<file path="src/rtl/cdq_pkg.sv">
package cdq_pkg;

    localparam int DEPTH_DEF = 128;
    localparam int WORD_W    = 32;
    localparam int FUNC_W    = 2;
    localparam int STATUS_W  = 2;

    typedef enum logic [FUNC_W-1:0] {
        FUNC_INS_FRONT = 2'd0,
        FUNC_INS_REAR  = 2'd1,
        FUNC_DEL_FRONT = 2'd2,
        FUNC_DEL_REAR  = 2'd3
    } func_t;

    typedef enum logic [STATUS_W-1:0] {
        ST_DONE  = 2'd0,
        ST_FULL  = 2'd1,
        ST_EMPTY = 2'd2
    } status_t;

    // controller to datapath commands
    typedef struct packed {
        logic capture;  // latch the incoming word
        logic exec;     // perform the operation on pointers and ring
        logic load;     // move the result into the output registers
    } dp_cmd_t;

endpackage

</file>
<file path="src/rtl/cdq_ctrl.sv">
module cdq_ctrl
(
    input  logic            clk,
    input  logic            rst_n,
    input  logic            in_valid,
    output logic            in_stall,
    output logic            out_valid,
    input  logic            out_stall,
    output cdq_pkg::dp_cmd_t cmd
);
    import cdq_pkg::*;

    typedef enum logic [2:0] {
        S_IDLE = 3'b001,
        S_EXEC = 3'b010,
        S_LOAD = 3'b100
    } state_t;

    state_t state_reg, state_next;
    logic   out_valid_reg, out_valid_next;
    logic   out_free;

    // output register can take a new word when empty or being drained
    assign out_free  = !out_valid_reg || !out_stall;
    assign in_stall  = (state_reg != S_IDLE);
    assign out_valid = out_valid_reg;

    always_comb
    begin
        state_next     = state_reg;
        out_valid_next = out_valid_reg;
        cmd            = '0;

        if (out_valid_reg && !out_stall)
        begin
            out_valid_next = 1'b0;
        end

        unique case (state_reg)
            S_IDLE:
            begin
                if (in_valid)
                begin
                    cmd.capture = 1'b1;
                    state_next  = S_EXEC;
                end
            end
            S_EXEC:
            begin
                cmd.exec   = 1'b1;
                state_next = S_LOAD;
            end
            S_LOAD:
            begin
                if (out_free)
                begin
                    cmd.load       = 1'b1;
                    out_valid_next = 1'b1;
                    state_next     = S_IDLE;
                end
            end
            default:
            begin
                state_next = S_IDLE;
            end
        endcase
    end

    always_ff @(posedge clk or negedge rst_n)
    begin
        if (!rst_n)
        begin
            state_reg     <= S_IDLE;
            out_valid_reg <= 1'b0;
        end
        else
        begin
            state_reg     <= state_next;
            out_valid_reg <= out_valid_next;
        end
    end

endmodule

</file>
<file path="config.mk">
export PLATFORM = sky130hd
export DESIGN_NAME = cdq_ctrl
export DESIGN_NICKNAME = d
export VERILOG_FILES = /design/src/rtl/cdq_pkg.sv /design/src/rtl/cdq_ctrl.sv
export SDC_FILE = /design/constraint.sdc
export NUM_CORES = 1
export LEC_CHECK = 0
export ABC_AREA = 1
export ABC_CLOCK_PERIOD_IN_PS = 930
export BUFFER_PORTS_ARGS = -buffer_cell sky130_fd_sc_hd__clkbuf_2
export CORE_AREA = 5 5 42 44
export DETAILED_ROUTE_END_ITERATION = 10
export DIE_AREA = 0 0 47 49
export PLACE_DENSITY = 0.34
export SETUP_SLACK_MARGIN = 0.15
export SYNTH_ARGS = -nofsm -noshare
export SYNTH_HDL_FRONTEND = slang
export SYNTH_SLANG_ARGS = --single-unit
export TNS_END_PERCENT = 20
</file>
<file path="constraint.sdc">
create_clock -name clk -period 0.93 [get_ports clk]
set_input_delay 0.093 -clock clk [delete_from_list [all_inputs] [get_ports clk]]
set_output_delay 0.093 -clock clk [all_outputs]
set_load 0.01 [all_outputs]
</file>
==> impl_metrics.toml <==
[outcome]
status = "finished with violations"
violations = "setup timing"

[clock_tree]
clkTransAtPathRegs_ns = 0.04
clk_root_buffer_cell = "clkbuf_4"
cts_tree = "built"
cts-buffers-inserted = 3
cts_buffer_depth = 2
clk_latency_ns = 0.23
cts_max_level = 1
clock-sinks = 4

[die]
rows = 14
start_util = 0.135
core_region_area_um2 = 1400
dieArea_um2 = 2300
die_x_um = 47
boundaryPins = 9
fp.dieH_um = 49

[timing]
fin_skew_ns = 0.00755
drv_slew = 0
finalCriticalPeriod_ns = 1.18
rsz0062_at_grt = "true"
worstMarginPinSlew_ns = 0.187
fin_setup_tns_ns = -1.00
setup_ws_ns = -0.251
relSlewSlack = 0.876
fmax_mhz = 847
fin_crit_sh = 1.27
finalHoldViolCount = 0
setup_violations = 6
timing.hold.ws_ns = 0.0834

[yosys]
ys_seq_elements = 4
syn_inst = 24
synth.distinct_cells = 8
ys_warn_count = 0
synth-seq-area-share = 0.536
syn_area_per_cell_um2 = 7.87
syn-num-nets = 28
synth_area_um2 = 189

[layout]
layout.cells.non_filler = 58
largest_reg_flops = 3
drive_gt1_frac = 0.548
final_core_util = 0.263
final_nets = 47
layout_common_cells = "6 x inv_1, 6 x clkbuf_2, 4 x nand2_1, 4 x buf_4"
diodes = 0
area_delta_synth_final_pct = 94.7

[setup_path]
worstPathMaxFanout = 4
cp_top_family = "flip-flops"
crit_type = "register to primary output"
cp_slowest_cell = "dfstp_2"
cpPeakStageDelay_ns = 0.56
crit_buf_inv = 1
cp.arrival_ns = 1.09
cp-end-kind = "primary output"
start_kind = "register"
cp.required_ns = 0.84
cp_cell_sequence = "nand3_4 > nor2_4 > buf_6"

[detailed_routing]
wl_um = 447
vias = 197
drt_pass1_iterations = 1
drc = 0
drtAntennaViolNets = 0
post_drt_wl_per_cell_um = 7.71
drt_iter0_drc = 0
viasPerCell = 3.40

[grt]
grt-ovfl-total = 0
grt_use_total = 0.0502
grt_max_degree = 5
grt_pass1_wl_um = 821
antenna_found_initial = 0
grt_pass1_vias = 230

[power_and_ir_drop]
ir_drop_uv = 823
leakage_nw = 0.217
powerDensity_nw_per_um2 = 3060

[place]
dp_slack_ns = -0.0314
port_buffers = 8
gp_congestion = 0.625
place_inst = 50

[job]
maxCapViolCount = 0

[hold_path]
hold_path_class = "primary input to register"
## stage by stage
| step | power [mW] | area, µm² |
|---|---|---|
| floorplan | 0.571 | 214 |
| global placement | 0.723 | 289 |
| detailed placement | 0.729 | 289 |
| CTS | 1.08 | 350 |
| global route | 1.22 | 368 |
| finish | 1.13 | 368 |
## worst register-to-register path, cell delays in order (launching register included)
cell	delay (ns)
dfstp_2	0.56
nand3_4	0.10
buf_4	0.15
nand3_2	0.06
nand2_2	0.05
## final timing paths
path,slack [ns],depth (start not counted),from,end
worst max register to register,-0.06,4,state_reg[0]$_DFFE_PN1P_,state_reg[0]$_DFFE_PN1P_
min in group asynchronous,0.19,2,rst_n,out_valid$_DFF_PN0_
worst min register to register,0.50,2,out_valid$_DFF_PN0_,out_valid$_DFF_PN0_
max in group asynchronous,0.52,2,rst_n,state_reg[0]$_DFFE_PN1P_
worst max-delay path,-0.25,3,state_reg[0]$_DFFE_PN1P_,cmd[2]
worst min-delay path,0.08,3,out_stall,out_valid$_DFF_PN0_
## power by group
part	total [mW]	internal, mW	switching [mW]
sequential	0.303	0.250	0.0524
combinational	0.594	0.310	0.283
clock	0.229	0.161	0.0686
total	1.13	0.721	0.405
## cell families after synthesis
group | Yosys count | share of synthesized area
and+or+nand+nor | 14 | 0.344
DFF | 4 | 0.536
buffers and inverters | 6 | 0.119
## layer usage
metal | wire (µm) | part of all wire | vias up | GRT usage
met4 | 0 | 0 | 0 | 0.0415
met5 | 0 | 0 | - | 0
met1 | 161 | 0.36 | 88 | 0.0490
met2 | 265 | 0.59 | 2 | 0.0837
met3 | 20 | 0.045 | 0 | 0.0111
li1 | - | - | 107 | -
## area by class of cell
cell class / instances / area [µm²]
Sequential cell: 4 / 101
Multi-Input combinational cell: 14 / 100
Clock buffer: 4 / 26.3
Tap cell: 16 / 20.0
Fill cell: 169 / 1030
Inverter: 6 / 22.5
Timing Repair Buffer: 14 / 97.6
## Yosys cell counts (all sizes together)
cell type  count  share of area
inv            6           0.12
nand2          5          0.099
nand3          4           0.13
nor2           4          0.079
dfrtp          3           0.40
dfstp          1           0.14
nand4          1          0.033
## timing repair
item / in CTS / in global routing
hold buffers: 1 / 0
endpoints found under the hold margin: 4 / 0
setup buffers: 3 / 0
resized for setup: 1 / 6
setup endpoints to repair: 9 / 9
Power figures use the tool's default switching activity.
